===== src/design/fla_pkg.sv =====
// Shared constants and codes for the free-list heap allocator.
package fla_pkg;

    localparam int HEAP_BYTES_DEF  = 32768;
    localparam int ALIGN_BYTES_DEF = 8;

    localparam int WORD_W   = 16;
    localparam int CFG_W    = 16;
    localparam int TYPE_W   = 2;
    localparam int SIZE_W   = 16;
    localparam int ADDR_W   = 17;
    localparam int STAT_W   = 2;
    localparam int PADDR_W  = 3;
    localparam int PDATA_W  = 32;

    localparam int HDR_B    = 16;
    localparam int OVH_B    = 24;
    localparam int SPLIT_B  = 40;
    localparam int MIN_PAY  = 16;

    localparam logic [TYPE_W-1:0] RQ_ALLOC = 2'd0;
    localparam logic [TYPE_W-1:0] RQ_FREE  = 2'd1;
    localparam logic [TYPE_W-1:0] RQ_RESET = 2'd2;

    localparam logic [STAT_W-1:0] ST_OK      = 2'd0;
    localparam logic [STAT_W-1:0] ST_NOSPACE = 2'd1;
    localparam logic [STAT_W-1:0] ST_INVALID = 2'd2;

    localparam logic REG_BASE  = 1'b0;
    localparam logic REG_LIMIT = 1'b1;

    localparam logic [CFG_W-1:0] LIMIT_RST = 16'h8000;

endpackage


===== src/design/fla_if.sv =====
// Request and response channel interfaces of the allocator.
interface fla_req_if;
    logic                      valid;
    logic                      ready;
    logic [fla_pkg::TYPE_W-1:0] req_type;
    logic [fla_pkg::SIZE_W-1:0] req_size;
    logic [fla_pkg::ADDR_W-1:0] req_addr;

    modport source (output valid, output req_type, output req_size, output req_addr,
                    input ready);
    modport sink (input valid, input req_type, input req_size, input req_addr,
                  output ready);
endinterface

interface fla_rsp_if;
    logic                       valid;
    logic                       ready;
    logic [fla_pkg::STAT_W-1:0] status;
    logic [fla_pkg::ADDR_W-1:0] block_addr;

    modport source (output valid, output status, output block_addr, input ready);
    modport sink (input valid, input status, input block_addr, output ready);
endinterface


===== src/design/fla_ctrl.sv =====
// Allocator sequencer: list walk, bump, split, unlink, coalesce and push over the heap memory.
module fla_ctrl #(
    parameter int HEAP_BYTES  = fla_pkg::HEAP_BYTES_DEF,
    parameter int ALIGN_BYTES = fla_pkg::ALIGN_BYTES_DEF,
    localparam int AW = $clog2(HEAP_BYTES / 8)
) (
    input  logic                        clk,
    input  logic                        rst_n,
    fla_req_if.sink                     req,
    fla_rsp_if.source                   rsp,
    input  logic [fla_pkg::CFG_W-1:0]   heap_base,
    input  logic [fla_pkg::CFG_W-1:0]   heap_limit,
    output logic                        mrd_en,
    output logic [AW-1:0]               mrd_addr,
    input  logic [fla_pkg::WORD_W-1:0]  mrd_data,
    output logic                        mwr_en,
    output logic [AW-1:0]               mwr_addr,
    output logic [fla_pkg::WORD_W-1:0]  mwr_data
);
    import fla_pkg::*;

    localparam int PW = $clog2(HEAP_BYTES) + 1;
    localparam int XW = ((PW > ADDR_W) ? PW : ADDR_W) + 2;
    localparam logic [AW-1:0] CNT_MAX = {AW{1'b1}};
    localparam logic [XW-1:0] ALIGN_M = XW'(ALIGN_BYTES - 1);
    localparam logic [XW-1:0] HEAP_X  = XW'(HEAP_BYTES);

    localparam logic [4:0] S_IDLE    = 5'd0;
    localparam logic [4:0] S_WALK_SZ = 5'd1;
    localparam logic [4:0] S_WALK_NX = 5'd2;
    localparam logic [4:0] S_HIT_LP  = 5'd3;
    localparam logic [4:0] S_HIT_LN  = 5'd4;
    localparam logic [4:0] S_SPLIT   = 5'd5;
    localparam logic [4:0] S_BUMP    = 5'd6;
    localparam logic [4:0] S_BUMP_WR = 5'd7;
    localparam logic [4:0] S_GRANT   = 5'd8;
    localparam logic [4:0] S_F_HD    = 5'd9;
    localparam logic [4:0] S_F_SZ    = 5'd10;
    localparam logic [4:0] S_F_NH    = 5'd11;
    localparam logic [4:0] S_F_NRD   = 5'd12;
    localparam logic [4:0] S_F_NSZ   = 5'd13;
    localparam logic [4:0] S_F_PRV   = 5'd14;
    localparam logic [4:0] S_F_PSZ   = 5'd15;
    localparam logic [4:0] S_F_PH    = 5'd16;
    localparam logic [4:0] S_F_PM    = 5'd17;
    localparam logic [4:0] S_F_WR    = 5'd18;
    localparam logic [4:0] S_F_TLA   = 5'd19;
    localparam logic [4:0] S_F_TL    = 5'd20;
    localparam logic [4:0] S_F_PUSH  = 5'd21;
    localparam logic [4:0] S_RM_A    = 5'd22;
    localparam logic [4:0] S_RM_LP   = 5'd23;
    localparam logic [4:0] S_RM_LN   = 5'd24;
    localparam logic [4:0] S_RM_W2   = 5'd25;
    localparam logic [4:0] S_DONE    = 5'd26;

    function automatic logic [XW-1:0] ext(input logic [WORD_W-1:0] v);
        ext = {{(XW-WORD_W){1'b0}}, v};
    endfunction

    logic [4:0]        state_reg, state_next;
    logic [4:0]        ret_reg, ret_next;
    logic [3:0]        step_reg, step_next;
    logic [AW-1:0]     cnt_reg, cnt_next;
    logic [XW-1:0]     sz_reg, sz_next;
    logic [XW-1:0]     off_reg, off_next;
    logic [XW-1:0]     hd_reg, hd_next;
    logic [XW-1:0]     nh_reg, nh_next;
    logic [XW-1:0]     ph_reg, ph_next;
    logic [WORD_W-1:0] whole_reg, whole_next;
    logic [WORD_W-1:0] nd_reg, nd_next;
    logic [WORD_W-1:0] lp_reg, lp_next;
    logic [WORD_W-1:0] ln_reg, ln_next;
    logic [WORD_W-1:0] tl_reg, tl_next;
    logic [WORD_W-1:0] psz_reg, psz_next;
    logic [WORD_W-1:0] rnode_reg, rnode_next;
    logic [PW-1:0]     bump_reg, bump_next;
    logic [WORD_W-1:0] head_reg, head_next;
    logic              ne_reg, ne_next;
    logic [STAT_W-1:0] res_st_reg, res_st_next;
    logic [ADDR_W-1:0] res_ga_reg, res_ga_next;
    logic              ov_reg, ov_next;
    logic [STAT_W-1:0] ost_reg, ost_next;
    logic [ADDR_W-1:0] oga_reg, oga_next;

    logic [XW-1:0] rd_off, wr_off;
    logic [XW-1:0] rnd_a, rnd_b, rnd_sz;
    logic [XW-1:0] f_off, rem, rsz, lim, nd_x, hd_x, bump_x;
    logic          single;

    assign nd_x   = ext(nd_reg);
    assign hd_x   = hd_reg;
    assign bump_x = XW'(bump_reg);
    assign rem    = nd_x + sz_reg + XW'(OVH_B);
    assign rsz    = ext(whole_reg) - sz_reg - XW'(OVH_B);
    assign single = (ln_reg == nd_reg);
    assign lim    = (ext(heap_limit) > HEAP_X) ? HEAP_X : ext(heap_limit);
    assign f_off  = XW'(req.req_addr) - ext(heap_base);

    assign rnd_a  = (XW'(req.req_size) + ALIGN_M) & ~ALIGN_M;
    assign rnd_b  = (rnd_a + XW'(7)) & ~XW'(7);
    assign rnd_sz = (rnd_b < XW'(MIN_PAY)) ? XW'(MIN_PAY) : rnd_b;

    assign mrd_addr = rd_off[3 +: AW];
    assign mwr_addr = wr_off[3 +: AW];

    assign req.ready      = (state_reg == S_IDLE);
    assign rsp.valid      = ov_reg;
    assign rsp.status     = ost_reg;
    assign rsp.block_addr = oga_reg;

    always_comb
    begin
        state_next  = state_reg;
        ret_next    = ret_reg;
        step_next   = step_reg;
        cnt_next    = cnt_reg;
        sz_next     = sz_reg;
        off_next    = off_reg;
        hd_next     = hd_reg;
        nh_next     = nh_reg;
        ph_next     = ph_reg;
        whole_next  = whole_reg;
        nd_next     = nd_reg;
        lp_next     = lp_reg;
        ln_next     = ln_reg;
        tl_next     = tl_reg;
        psz_next    = psz_reg;
        rnode_next  = rnode_reg;
        bump_next   = bump_reg;
        head_next   = head_reg;
        ne_next     = ne_reg;
        res_st_next = res_st_reg;
        res_ga_next = res_ga_reg;
        ov_next     = ov_reg && !rsp.ready;
        ost_next    = ost_reg;
        oga_next    = oga_reg;
        mrd_en      = 1'b0;
        rd_off      = '0;
        mwr_en      = 1'b0;
        wr_off      = '0;
        mwr_data    = '0;

        case (state_reg)
            S_IDLE:
            begin
                if (req.valid)
                begin
                    res_ga_next = '0;
                    case (req.req_type)
                        RQ_ALLOC:
                        begin
                            sz_next = rnd_sz;
                            if (ne_reg)
                            begin
                                nd_next    = head_reg;
                                cnt_next   = '0;
                                mrd_en     = 1'b1;
                                rd_off     = ext(head_reg) + XW'(8);
                                state_next = S_WALK_SZ;
                            end
                            else
                            begin
                                state_next = S_BUMP;
                            end
                        end
                        RQ_FREE:
                        begin
                            if ((XW'(req.req_addr) < ext(heap_base) + XW'(HDR_B)) ||
                                (XW'(req.req_addr) >= ext(heap_base) + bump_x) ||
                                (f_off[2:0] != 3'd0))
                            begin
                                res_st_next = ST_INVALID;
                                state_next  = S_DONE;
                            end
                            else
                            begin
                                off_next   = f_off;
                                hd_next    = f_off - XW'(HDR_B);
                                mrd_en     = 1'b1;
                                rd_off     = f_off - XW'(HDR_B);
                                state_next = S_F_HD;
                            end
                        end
                        RQ_RESET:
                        begin
                            bump_next   = '0;
                            head_next   = '0;
                            ne_next     = 1'b0;
                            res_st_next = ST_OK;
                            state_next  = S_DONE;
                        end
                        default:
                        begin
                            res_st_next = ST_INVALID;
                            state_next  = S_DONE;
                        end
                    endcase
                end
            end
            S_WALK_SZ:
            begin
                mrd_en = 1'b1;
                if (ext(mrd_data) >= sz_reg)
                begin
                    whole_next = mrd_data;
                    rd_off     = nd_x + XW'(16);
                    state_next = S_HIT_LP;
                end
                else
                begin
                    rd_off     = nd_x + XW'(24);
                    state_next = S_WALK_NX;
                end
            end
            S_WALK_NX:
            begin
                if ((mrd_data == head_reg) || (cnt_reg == CNT_MAX))
                begin
                    state_next = S_BUMP;
                end
                else
                begin
                    nd_next    = mrd_data;
                    cnt_next   = cnt_reg + 1'b1;
                    mrd_en     = 1'b1;
                    rd_off     = ext(mrd_data) + XW'(8);
                    state_next = S_WALK_SZ;
                end
            end
            S_HIT_LP:
            begin
                lp_next    = mrd_data;
                mrd_en     = 1'b1;
                rd_off     = nd_x + XW'(24);
                state_next = S_HIT_LN;
            end
            S_HIT_LN:
            begin
                ln_next  = mrd_data;
                mwr_en   = 1'b1;
                wr_off   = nd_x;
                mwr_data = WORD_W'(1);
                if (ext(whole_reg) >= sz_reg + XW'(SPLIT_B))
                begin
                    step_next  = '0;
                    state_next = S_SPLIT;
                end
                else
                begin
                    rnode_next = nd_reg;
                    ret_next   = S_GRANT;
                    state_next = S_RM_A;
                end
            end
            S_SPLIT:
            begin
                mwr_en    = 1'b1;
                step_next = step_reg + 1'b1;
                case (step_reg)
                    4'd0:
                    begin
                        wr_off   = nd_x + XW'(8);
                        mwr_data = sz_reg[WORD_W-1:0];
                    end
                    4'd1:
                    begin
                        wr_off   = nd_x + XW'(HDR_B) + sz_reg;
                        mwr_data = sz_reg[WORD_W-1:0];
                    end
                    4'd2:
                    begin
                        wr_off   = rem;
                        mwr_data = '0;
                    end
                    4'd3:
                    begin
                        wr_off   = rem + XW'(8);
                        mwr_data = rsz[WORD_W-1:0];
                    end
                    4'd4:
                    begin
                        wr_off   = rem + XW'(HDR_B) + rsz;
                        mwr_data = rsz[WORD_W-1:0];
                    end
                    4'd5:
                    begin
                        wr_off   = rem + XW'(16);
                        mwr_data = single ? rem[WORD_W-1:0] : lp_reg;
                    end
                    4'd6:
                    begin
                        wr_off   = rem + XW'(24);
                        mwr_data = single ? rem[WORD_W-1:0] : ln_reg;
                    end
                    4'd7:
                    begin
                        wr_off   = ext(lp_reg) + XW'(24);
                        mwr_data = rem[WORD_W-1:0];
                    end
                    default:
                    begin
                        wr_off   = ext(ln_reg) + XW'(16);
                        mwr_data = rem[WORD_W-1:0];
                    end
                endcase
                if ((single && step_reg == 4'd6) || step_reg == 4'd8)
                begin
                    if (head_reg == nd_reg)
                    begin
                        head_next = rem[WORD_W-1:0];
                    end
                    state_next = S_GRANT;
                end
            end
            S_BUMP:
            begin
                if (bump_x + XW'(OVH_B) + sz_reg > lim)
                begin
                    res_st_next = ST_NOSPACE;
                    state_next  = S_DONE;
                end
                else
                begin
                    nd_next    = bump_reg[WORD_W-1:0];
                    step_next  = '0;
                    state_next = S_BUMP_WR;
                end
            end
            S_BUMP_WR:
            begin
                mwr_en    = 1'b1;
                step_next = step_reg + 1'b1;
                case (step_reg)
                    4'd0:
                    begin
                        wr_off   = bump_x;
                        mwr_data = WORD_W'(1);
                    end
                    4'd1:
                    begin
                        wr_off   = bump_x + XW'(8);
                        mwr_data = sz_reg[WORD_W-1:0];
                    end
                    default:
                    begin
                        wr_off    = bump_x + XW'(HDR_B) + sz_reg;
                        mwr_data  = sz_reg[WORD_W-1:0];
                        bump_next = PW'(bump_x + sz_reg + XW'(OVH_B));
                        state_next = S_GRANT;
                    end
                endcase
            end
            S_GRANT:
            begin
                res_st_next = ST_OK;
                res_ga_next = ADDR_W'(ext(heap_base) + nd_x + XW'(HDR_B));
                state_next  = S_DONE;
            end
            S_F_HD:
            begin
                if (mrd_data == '0)
                begin
                    res_st_next = ST_INVALID;
                    state_next  = S_DONE;
                end
                else
                begin
                    mrd_en     = 1'b1;
                    rd_off     = hd_x + XW'(8);
                    state_next = S_F_SZ;
                end
            end
            S_F_SZ:
            begin
                sz_next = ext(mrd_data);
                nh_next = off_reg + ext(mrd_data) + XW'(8);
                if (off_reg + ext(mrd_data) + XW'(8) < bump_x)
                begin
                    mrd_en     = 1'b1;
                    rd_off     = off_reg + ext(mrd_data) + XW'(8);
                    state_next = S_F_NH;
                end
                else
                begin
                    state_next = S_F_PRV;
                end
            end
            S_F_NH:
            begin
                if (mrd_data == '0)
                begin
                    rnode_next = nh_reg[WORD_W-1:0];
                    ret_next   = S_F_NRD;
                    state_next = S_RM_A;
                end
                else
                begin
                    state_next = S_F_PRV;
                end
            end
            S_F_NRD:
            begin
                mrd_en     = 1'b1;
                rd_off     = nh_reg + XW'(8);
                state_next = S_F_NSZ;
            end
            S_F_NSZ:
            begin
                sz_next    = sz_reg + ext(mrd_data) + XW'(OVH_B);
                state_next = S_F_PRV;
            end
            S_F_PRV:
            begin
                step_next = '0;
                if (hd_reg != '0)
                begin
                    mrd_en     = 1'b1;
                    rd_off     = off_reg - XW'(24);
                    state_next = S_F_PSZ;
                end
                else
                begin
                    state_next = S_F_WR;
                end
            end
            S_F_PSZ:
            begin
                psz_next   = mrd_data;
                ph_next    = off_reg - XW'(SPLIT_B) - ext(mrd_data);
                mrd_en     = 1'b1;
                rd_off     = off_reg - XW'(SPLIT_B) - ext(mrd_data);
                state_next = S_F_PH;
            end
            S_F_PH:
            begin
                step_next = '0;
                if (mrd_data == '0)
                begin
                    rnode_next = ph_reg[WORD_W-1:0];
                    ret_next   = S_F_PM;
                    state_next = S_RM_A;
                end
                else
                begin
                    state_next = S_F_WR;
                end
            end
            S_F_PM:
            begin
                sz_next    = sz_reg + ext(psz_reg) + XW'(OVH_B);
                hd_next    = ph_reg;
                step_next  = '0;
                state_next = S_F_WR;
            end
            S_F_WR:
            begin
                mwr_en    = 1'b1;
                step_next = step_reg + 1'b1;
                case (step_reg)
                    4'd0:
                    begin
                        wr_off   = hd_x;
                        mwr_data = '0;
                    end
                    4'd1:
                    begin
                        wr_off   = hd_x + XW'(8);
                        mwr_data = sz_reg[WORD_W-1:0];
                    end
                    default:
                    begin
                        wr_off     = hd_x + XW'(HDR_B) + sz_reg;
                        mwr_data   = sz_reg[WORD_W-1:0];
                        step_next  = '0;
                        state_next = ne_reg ? S_F_TLA : S_F_PUSH;
                    end
                endcase
            end
            S_F_TLA:
            begin
                mrd_en     = 1'b1;
                rd_off     = ext(head_reg) + XW'(16);
                state_next = S_F_TL;
            end
            S_F_TL:
            begin
                tl_next    = mrd_data;
                step_next  = '0;
                state_next = S_F_PUSH;
            end
            S_F_PUSH:
            begin
                mwr_en    = 1'b1;
                step_next = step_reg + 1'b1;
                case (step_reg)
                    4'd0:
                    begin
                        wr_off   = hd_x + XW'(16);
                        mwr_data = ne_reg ? tl_reg : hd_reg[WORD_W-1:0];
                    end
                    4'd1:
                    begin
                        wr_off   = hd_x + XW'(24);
                        mwr_data = ne_reg ? head_reg : hd_reg[WORD_W-1:0];
                    end
                    4'd2:
                    begin
                        wr_off   = ext(tl_reg) + XW'(24);
                        mwr_data = hd_reg[WORD_W-1:0];
                    end
                    default:
                    begin
                        wr_off   = ext(head_reg) + XW'(16);
                        mwr_data = hd_reg[WORD_W-1:0];
                    end
                endcase
                if ((!ne_reg && step_reg == 4'd1) || step_reg == 4'd3)
                begin
                    head_next   = hd_reg[WORD_W-1:0];
                    ne_next     = 1'b1;
                    res_st_next = ST_OK;
                    state_next  = S_DONE;
                end
            end
            S_RM_A:
            begin
                mrd_en     = 1'b1;
                rd_off     = ext(rnode_reg) + XW'(16);
                state_next = S_RM_LP;
            end
            S_RM_LP:
            begin
                lp_next    = mrd_data;
                mrd_en     = 1'b1;
                rd_off     = ext(rnode_reg) + XW'(24);
                state_next = S_RM_LN;
            end
            S_RM_LN:
            begin
                ln_next = mrd_data;
                if (mrd_data == rnode_reg)
                begin
                    ne_next    = 1'b0;
                    state_next = ret_reg;
                end
                else
                begin
                    mwr_en     = 1'b1;
                    wr_off     = ext(lp_reg) + XW'(24);
                    mwr_data   = mrd_data;
                    state_next = S_RM_W2;
                end
            end
            S_RM_W2:
            begin
                mwr_en   = 1'b1;
                wr_off   = ext(ln_reg) + XW'(16);
                mwr_data = lp_reg;
                if (head_reg == rnode_reg)
                begin
                    head_next = ln_reg;
                end
                state_next = ret_reg;
            end
            S_DONE:
            begin
                if (!ov_reg || rsp.ready)
                begin
                    ov_next    = 1'b1;
                    ost_next   = res_st_reg;
                    oga_next   = res_ga_reg;
                    state_next = S_IDLE;
                end
            end
            default:
            begin
                state_next = S_IDLE;
            end
        endcase
    end

    always_ff @(posedge clk or negedge rst_n)
    begin
        if (!rst_n)
        begin
            state_reg <= S_IDLE;
            ret_reg   <= S_IDLE;
            step_reg  <= '0;
            cnt_reg   <= '0;
            bump_reg  <= '0;
            head_reg  <= '0;
            ne_reg    <= 1'b0;
            ov_reg    <= 1'b0;
        end
        else
        begin
            state_reg <= state_next;
            ret_reg   <= ret_next;
            step_reg  <= step_next;
            cnt_reg   <= cnt_next;
            bump_reg  <= bump_next;
            head_reg  <= head_next;
            ne_reg    <= ne_next;
            ov_reg    <= ov_next;
        end
    end

    always_ff @(posedge clk)
    begin
        sz_reg     <= sz_next;
        off_reg    <= off_next;
        hd_reg     <= hd_next;
        nh_reg     <= nh_next;
        ph_reg     <= ph_next;
        whole_reg  <= whole_next;
        nd_reg     <= nd_next;
        lp_reg     <= lp_next;
        ln_reg     <= ln_next;
        tl_reg     <= tl_next;
        psz_reg    <= psz_next;
        rnode_reg  <= rnode_next;
        res_st_reg <= res_st_next;
        res_ga_reg <= res_ga_next;
        ost_reg    <= ost_next;
        oga_reg    <= oga_next;
    end

endmodule


===== src/flat_wrapper.sv =====
// flat-port wrapper written by rule: the top's interface ports become plain ports
module fla_ctrl_flat import fla_pkg::*;
#(
    parameter int HEAP_BYTES  = fla_pkg::HEAP_BYTES_DEF,
    parameter int ALIGN_BYTES = fla_pkg::ALIGN_BYTES_DEF,
    localparam int AW = $clog2(HEAP_BYTES / 8)
)
  (clk, rst_n, heap_base, heap_limit, mrd_en, mrd_addr, mrd_data, mwr_en, mwr_addr, mwr_data, req_valid, req_req_type, req_req_size, req_req_addr, req_ready, rsp_valid, rsp_status, rsp_block_addr, rsp_ready);
  fla_req_if req_i ();
  fla_rsp_if rsp_i ();
  input  logic clk;
  input  logic rst_n;
  input  logic [fla_pkg::CFG_W-1:0] heap_base;
  input  logic [fla_pkg::CFG_W-1:0] heap_limit;
  output logic mrd_en;
  output logic [AW-1:0] mrd_addr;
  input  logic [fla_pkg::WORD_W-1:0] mrd_data;
  output logic mwr_en;
  output logic [AW-1:0] mwr_addr;
  output logic [fla_pkg::WORD_W-1:0] mwr_data;
  input wire logic [$bits(req_i.valid)-1:0] req_valid;
  input wire logic [$bits(req_i.req_type)-1:0] req_req_type;
  input wire logic [$bits(req_i.req_size)-1:0] req_req_size;
  input wire logic [$bits(req_i.req_addr)-1:0] req_req_addr;
  output wire logic [$bits(req_i.ready)-1:0] req_ready;
  output wire logic [$bits(rsp_i.valid)-1:0] rsp_valid;
  output wire logic [$bits(rsp_i.status)-1:0] rsp_status;
  output wire logic [$bits(rsp_i.block_addr)-1:0] rsp_block_addr;
  input wire logic [$bits(rsp_i.ready)-1:0] rsp_ready;
  assign req_i.valid = req_valid;
  assign req_i.req_type = req_req_type;
  assign req_i.req_size = req_req_size;
  assign req_i.req_addr = req_req_addr;
  assign req_ready = req_i.ready;
  assign rsp_valid = rsp_i.valid;
  assign rsp_status = rsp_i.status;
  assign rsp_block_addr = rsp_i.block_addr;
  assign rsp_i.ready = rsp_ready;
  fla_ctrl #(.HEAP_BYTES(HEAP_BYTES), .ALIGN_BYTES(ALIGN_BYTES)) u_core (.clk(clk), .rst_n(rst_n), .req(req_i), .rsp(rsp_i), .heap_base(heap_base), .heap_limit(heap_limit), .mrd_en(mrd_en), .mrd_addr(mrd_addr), .mrd_data(mrd_data), .mwr_en(mwr_en), .mwr_addr(mwr_addr), .mwr_data(mwr_data));
endmodule

===== config.mk =====
export PLATFORM = sky130hd
export DESIGN_NAME = fla_ctrl_flat
export DESIGN_NICKNAME = d
export VERILOG_FILES = /design/src/design/fla_pkg.sv /design/src/design/fla_if.sv /design/src/design/fla_ctrl.sv /design/src/flat_wrapper.sv
export SDC_FILE = /design/constraint.sdc
export NUM_CORES = 2
export LEC_CHECK = 0
export BUFFER_PORTS_ARGS = -buffer_cell sky130_fd_sc_hd__buf_2
export CAP_MARGIN = 20
export CORE_MARGIN = 10
export CORE_UTILIZATION = 45
export DETAILED_ROUTE_END_ITERATION = 16
export GPL_ROUTABILITY_DRIVEN = 0
export MAX_ROUTING_LAYER = met4
export PLACE_DENSITY_LB_ADDON = 0.05
export SYNTH_ARGS = -nofsm -noshare
export SYNTH_HDL_FRONTEND = slang
export SYNTH_SLANG_ARGS = --single-unit

===== constraint.sdc =====
create_clock -name clk -period 9.3 [get_ports clk]
set_input_delay 1.86 -clock clk [delete_from_list [all_inputs] [get_ports clk]]
set_output_delay 1.86 -clock clk [all_outputs]
set_load 0.01 [all_outputs]

# Word-level counts from Yosys, hierarchy flattened
# Cells that the tools add are included.
[op_classes]
eq_ne = 66
add_sub_neg = 52
n_bitwise = 1
n_div = 0
n_mul = 0
reduce_logical = 52
shift = 0
order_cmp = 8
n_mux = 115
[ops]
columns = ["cell", "count"]
rows = [
  ["$mux 16", 23],
  ["$add 15x5->15 const B", 13],
  ["$pmux 15 s12", 1],
  ["$mux 15", 9],
  ["$pmux 5 s27", 1],
  ["$pmux 15 s8", 1],
  ["$mux 19", 6],
  ["$pmux 16 s7", 1],
  ["$add 15x4->15 const B", 7],
  ["$pmux 15 s7", 1],
  ["$pmux 16 s3", 2],
  ["$pmux 15 s2", 3],
  ["$eq 16x16->1", 5],
  ["$mux 5", 16],
  ["$pmux 16 s5", 1],
  ["$pmux 19 s4", 1],
  ["$pmux 16 s2", 2],
  ["$pmux 16 s4", 1],
  ["$add 15x15->15", 4],
  ["$add 19x16->19", 3],
  ["$eq 5x5->1 const B", 11],
  ["$mux 12", 4],
  ["$pmux 15 s3", 1],
  ["$eq 5x4->1 const B", 8],
  ["80 further kinds", 169],
]
[word_totals]
in_bits = 87
mem_bits_rw = 0
output_inout_bits = 63
rom_bits = 0
regBits = 301
latch_bits = 0
n_memories = 0

# Logic depth before layout (Yosys ltp)
[depth]
ltp_word = 8
mapped_depth = 26
depth_no_buf = 25

# Worst setup path after synthesis
# Ideal clock, no wire load.
[synth_path]
kind = "input-to-output"
from = "in heap_base[0] in the netlist's numbering"
to = "out mrd_en"
path_buffers = 1
t_arrival_ns = 6.731
slack_ns = 0.709
stages = 22
required_time_ns = 7.440
cell_sequence = "ha_1 > fa_1 > a21o_1 > a21oi_1 > o21bai_1 > a21oi_1 > nor2b_1 > o21a_1 > o31a_1 > o41ai_1 > xor2_1 > ha_1 > a21o_1 > a211o_1 > a211oi_1 > o21ai_0 > a21oi_1 > nand2_1 > clkbuf_1 > nor2_1 > nor3_1 > nand2_1"
[synth_between]
elab_chain_len = 8
elab_cells_between_ends = 12
cone_classes = "3 x add/sub; 2 x order compare; 4 x mux; 3 x reduce/logical"
[synth_rtl]
columns = ["element", "line", "source"]
rows = [
  ["start: declaration", "flat_wrapper.sv:13", "input logic [fla_pkg::CFG_W-1:0] heap_base;"],
  ["$add 16x5->17 or $add 16x16->17 (tied branches)", "fla_ctrl.sv:168, fla_ctrl.sv:169", ""],
  ["$lt 17x19->1 or $ge 17x19->1 (tied branches)", "fla_ctrl.sv:168, fla_ctrl.sv:169", ""],
  ["$logic_or 1x1->1", "fla_ctrl.sv:168", "if ((XW'(req.req_addr) < ext(heap_base) + XW'(HDR_B)) ||"],
  ["$logic_or 1x1->1 (*)", "fla_ctrl.sv:169", "(XW'(req.req_addr) >= ext(heap_base) + bump_x) ||"],
  ["$mux 1 (*)", "fla_ctrl.sv:168", ""],
  ["$pmux 1 s2 (*)", "fla_ctrl.sv:149", "case (req.req_type)"],
  ["$mux 1 (*)", "fla_ctrl.sv:146", "if (req.valid)"],
  ["$pmux 1 s6 (*)", "fla_ctrl.sv:143", "case (state_reg)"],
  ["end: declaration", "flat_wrapper.sv:15", "output logic mrd_en;"],
]
# Mark *: on every way between the ends. The rest lies on a longest branch, timed or not.

# Worst setup path in the final report
[layout_path]
from = "in heap_base[0] in the netlist's numbering"
to = "out mrd_addr[1]"
[layout_between]
elab_chain_len = 8
elab_cells_between_ends = 13
cone_classes = "4 x add/sub; 2 x order compare; 4 x mux; 3 x reduce/logical"
[layout_rtl]
columns = ["element", "line", "source"]
rows = [
  ["$add 16x5->17 or $add 16x16->17 (tied branches)", "fla_ctrl.sv:168, fla_ctrl.sv:169", ""],
  ["$lt 17x19->1 or $ge 17x19->1 (tied branches)", "fla_ctrl.sv:168, fla_ctrl.sv:169", ""],
  ["$logic_or 1x1->1", "fla_ctrl.sv:168", ""],
  ["$logic_or 1x1->1", "fla_ctrl.sv:169", ""],
  ["$mux 15 (*)", "fla_ctrl.sv:168", ""],
  ["$pmux 15 s2 (*)", "fla_ctrl.sv:149", ""],
  ["$mux 15 (*)", "fla_ctrl.sv:146", ""],
  ["$pmux 15 s12 (*)", "fla_ctrl.sv:143", ""],
  ["end: declaration", "flat_wrapper.sv:16", "output logic [AW-1:0] mrd_addr;"],
]
# Marks and branches as above.

==> flow_results.xml <==
<?xml version="1.0" encoding="UTF-8"?>
<metrics>
  <group name="place">
    <metric name="place.detailed.hpwl" unit="µm">130000</metric>
    <metric name="placement.setup.worst_slack" unit="ps">352</metric>
    <metric name="cells_after_dpl" unit="">5255</metric>
    <metric name="dpl_cell_area" unit="µm²">36800</metric>
    <metric name="place.port_buffers" unit="">149</metric>
  </group>
  <group name="drt">
    <metric name="final_routed_wirelength_across_all_metal_layers" unit="µm">167000</metric>
    <metric name="drt_pre_antenna_iters" unit="">10</metric>
    <metric name="drt_iter0_drc" unit="">5709</metric>
    <metric name="viasPerCell" unit="">6.65</metric>
    <metric name="routedWlPerCell" unit="µm">31.3</metric>
    <metric name="vias" unit="">35500</metric>
    <metric name="detail-route-antenna-nets" unit="">0</metric>
    <metric name="remaining_drc_errors" unit="">0</metric>
  </group>
  <group name="yosys">
    <metric name="synthFlopType" unit="">edfxtp_1</metric>
    <metric name="yosys_register_bits" unit="">299</metric>
    <metric name="synth_xor_xnor_area_share" unit="%">11.4</metric>
    <metric name="synth-compound-area-share" unit="%">22.8</metric>
    <metric name="synth_seq_area_share" unit="%">25.2</metric>
    <metric name="largest_family_of_logic_cells_by_synthesized_area" unit="">compound AO/OA/AOI/OAI gates</metric>
    <metric name="synth_simple_gate_area_share" unit="%">17.7</metric>
    <metric name="synth-adder-area-share" unit="%">16.8</metric>
    <metric name="netlist_top_cells_area" unit="">edfxtp_1, ha_1, xnor2_1, dfrtp_1, nand2_1</metric>
    <metric name="synthCells" unit="">4150</metric>
    <metric name="asyncSetResetFlopFracSynth" unit="%">19.4</metric>
    <metric name="synth_warnings" unit="">0</metric>
    <metric name="syn_avg_cell_area" unit="µm²">8.31</metric>
    <metric name="synth.net_count" unit="">4691</metric>
    <metric name="yosys.area.top_type_share" unit="%">21.0</metric>
    <metric name="synth_area_leader_cell" unit="">edfxtp_1</metric>
    <metric name="mapped_cell_area" unit="µm²">34500</metric>
    <metric name="post_synth_mux_area_share" unit="%">0.740</metric>
    <metric name="number_of_distinct_library_cell_variants_in_the_gate_level_netlist_after_synthesis" unit="">98</metric>
    <metric name="count_of_flip_flops_with_a_built_in_enable_after_synthesis" unit="">241</metric>
  </group>
  <group name="worst_hold_path">
    <metric name="holdCritPathClass" unit="">flop to flop</metric>
    <metric name="hold_path.startpoint" unit="">u_core.res_ga_reg[13]</metric>
    <metric name="holdPathStages" unit="">0</metric>
    <metric name="min_to" unit="">u_core.rsp.block_addr[13]</metric>
  </group>
  <group name="setup_path">
    <metric name="cpPeakStageDelay" unit="ps">410</metric>
    <metric name="crit_chain" unit="">buf_2 -&gt; ha_1 -&gt; fa_1 -&gt; a21o_1 -&gt; a21oi_1 -&gt; o21bai_1 -&gt; a21oi_1 -&gt; nor2b_1 -&gt; o21a_1 -&gt; o31a_1 -&gt; o41ai_1 -&gt; o21ai_0 -&gt; a31oi_1 -&gt; ha_1 -&gt; nor2b_1 -&gt; nor4_1 -&gt; o21ai_0 -&gt; a21oi_1 -&gt; nand2_2 -&gt; o21ai_0 -&gt; a221oi_1 -&gt; o21ai_0 -&gt; buf_2</metric>
    <metric name="worst_ep_arrival_time" unit="ps">6940</metric>
    <metric name="reg_to_reg_start" unit="">u_core.bump_reg[3]</metric>
    <metric name="end_kind" unit="">output port</metric>
    <metric name="critical_path.max_fanout" unit="">12</metric>
    <metric name="rr_worst_depth" unit="">21</metric>
    <metric name="timing.reg2reg.setup_slack" unit="ps">2300</metric>
    <metric name="crit_required" unit="ps">7440</metric>
    <metric name="setup.worst_path.class" unit="">primary input to output port</metric>
    <metric name="timing.rr.end" unit="">u_core.nd_reg[5]</metric>
    <metric name="cp_num_buf_inv" unit="">2</metric>
    <metric name="cp_slowest_cell" unit="">fa_1</metric>
    <metric name="worstSetupStartpointType" unit="">primary input</metric>
    <metric name="cpLargestDelayFamily" unit="">compound AO/OA/AOI/OAI gates</metric>
    <metric name="cpMostUsedCell" unit="">o21ai_0</metric>
  </group>
  <group name="pwr">
    <metric name="power.density_cell_area" unit="nW/µm²">331</metric>
    <metric name="power.ir.vdd_worst" unit="mV">0.177</metric>
    <metric name="leakage" unit="nW">15.7</metric>
    <metric name="report.power.total" unit="mW">12.6</metric>
  </group>
  <group name="global_routing">
    <metric name="gr-total-overflow" unit="">0</metric>
    <metric name="grt_pass1_vias" unit="">32600</metric>
    <metric name="global_route.usage.total" unit="%">37.0</metric>
    <metric name="antenna_found_initial" unit="">11</metric>
    <metric name="largest_net_degree_at_the_start_of_global_routing" unit="">59</metric>
    <metric name="grt_first_pass_wirelength" unit="µm">236000</metric>
  </group>
  <group name="timing">
    <metric name="postLayoutSetupSlackWorst" unit="ps">499</metric>
    <metric name="worst_slew_margin_rel" unit="%">21.7</metric>
    <metric name="worst_slew_pin_slew" unit="ps">1160</metric>
    <metric name="fin_worst_skew" unit="ps">35.2</metric>
    <metric name="timing.final.setup_violations" unit="">0</metric>
    <metric name="tns" unit="ps">0</metric>
    <metric name="report.final.slew_viol_count" unit="">0</metric>
    <metric name="hold_viol" unit="">0</metric>
    <metric name="min_period_over_period" unit="%">94.6</metric>
    <metric name="worst_hold_check_slack" unit="ps">417</metric>
    <metric name="finalWorstPathRequiredPeriod" unit="ps">8800</metric>
    <metric name="max_freq" unit="MHz">114</metric>
    <metric name="grt_setup_unrepaired" unit="">false</metric>
  </group>
  <group name="clock_network">
    <metric name="cts.root.buffer_cell" unit="">clkbuf_16</metric>
    <metric name="post_cts_buffers" unit="">0</metric>
    <metric name="tritoncts" unit="">yes</metric>
    <metric name="cts_inserted_buffers" unit="">40</metric>
    <metric name="cts.sink_count" unit="">299</metric>
    <metric name="cts_max_level" unit="">2</metric>
    <metric name="worst_setup_hold_path_clk_slew" unit="ps">50</metric>
    <metric name="cts-root-to-sink-buffers" unit="">3</metric>
    <metric name="clkLatencyLatePin" unit="ps">580</metric>
  </group>
  <group name="die">
    <metric name="core" unit="µm²">75900</metric>
    <metric name="die_w" unit="µm">297</metric>
    <metric name="rows" unit="">101</metric>
    <metric name="initial_core_util" unit="%">45.4</metric>
    <metric name="fp.dieArea" unit="µm²">88100</metric>
    <metric name="die_h" unit="µm">297</metric>
    <metric name="io-pin-count" unit="">150</metric>
  </group>
  <group name="layout">
    <metric name="post-route-cell-area" unit="µm²">38000</metric>
    <metric name="drive_gt1_share" unit="%">9.19</metric>
    <metric name="final_net_count" unit="">4809</metric>
    <metric name="final_core_util" unit="%">50.0</metric>
    <metric name="layout_cells_excl_fill" unit="">5336</metric>
    <metric name="final.fill_count" unit="">7452</metric>
    <metric name="layout_overhead_on_the_synthesized_area" unit="%">10.2</metric>
  </group>
  <group name="flow_run">
    <metric name="max_cap_violations" unit="">0</metric>
  </group>
  <group name="status">
    <metric name="result_of_the_run" unit="">complete, no violations</metric>
  </group>
</metrics>
## area by class of cell
class,count,area [µm²],share of cell area (%)
inverters,296,1110,2.92
clock inverters,22,144,0.379
repair buffers,271,1660,4.37
well taps,1030,1290,3.39
clock buffers,48,1070,2.82
flip-flops and latches,299,8690,22.9
diodes,10,25.0,0.0658
multi-input cells,3360,24000,63.2
## how the worst max path moves through the flow
| stage | start | end | slack (ps) | depth (start not counted) |
|---|---|---|---|---|
| final | heap_base[0] | mrd_addr[1] | 500 | 23 |
| after global routing | heap_base[0] | mrd_addr[1] | 60 | 23 |
| after CTS | heap_base[0] | mrd_addr[1] | 300 | 23 |
| after detailed placement | heap_base[0] | mrd_addr[1] | 350 | 23 |
| after global placement | heap_base[0] | mrd_addr[2] | 490 | 23 |
| after floorplan | heap_base[0] | mrd_en | 710 | 22 |
## what timing repair did
item,CTS,global route
hold buffers,0,0
gates resized for setup,0,1
setup endpoints to repair,0,5
## synth_stat cells, types with 46 or more instances
cell type and number:
xor2_1 139, nor2b_1 53, nand2b_1 46, xnor2_1 310, clkbuf_1 154, ha_1 441, nand2_1 364, a21o_1 54
o22ai_1 46, nor3_1 92, nand3_1 127, inv_1 291, a22oi_1 81, nand4_1 70, a21oi_1 251, nor2_1 302
o211ai_1 49, edfxtp_1 241, dfrtp_1 58, o21ai_0 246
## logic make-up (layout without fill, tap and decap cells)
logic type / Yosys count / count (layout)
flip-flops: 299 / 299
adder cells (fa/ha/maj): 454 / 454
AO/OA/AOI/OAI: 1172 / 1172
multiplexers: 25 / 25
buffers and inverters: 491 / 637
other: 0 / 10
XOR/XNOR: 449 / 449
AND/OR/NAND/NOR: 1260 / 1260
## cell usage in the layout, fill, tap and decap left out, drive strengths merged, types with 43 or more instances in the layout
| cell type | n |
|---|---|
| a22oi | 81 |
| and3 | 45 |
| nand2b | 46 |
| nand4 | 70 |
| nor2 | 302 |
| nand2 | 364 |
| xor2 | 139 |
| inv | 296 |
| nor2b | 53 |
| clkbuf | 48 |
| buf | 271 |
| o21ai | 263 |
| o22ai | 46 |
| a22o | 43 |
| edfxtp | 241 |
| dfrtp | 58 |
| ha | 441 |
| nor3 | 93 |
| xnor2 | 310 |
| a21oi | 252 |
| o211ai | 49 |
| nand3 | 129 |
| a21o | 55 |
## layer usage
| metal | share of wire, % | GRT usage [%] |
|---|---|---|
| met1 | 39 | 46.8 |
| met5 | 0 | - |
| met4 | 7.8 | 23.5 |
| met3 | 13 | 11.2 |
| met2 | 40 | 50.4 |
## power breakdown
part           switching (mW)  total (mW)  internal [mW]
registers               0.503        2.27           1.77
logic                    5.80        8.81           3.01
clock network           0.648        1.50          0.849
(Power assumes the default switching activity.)
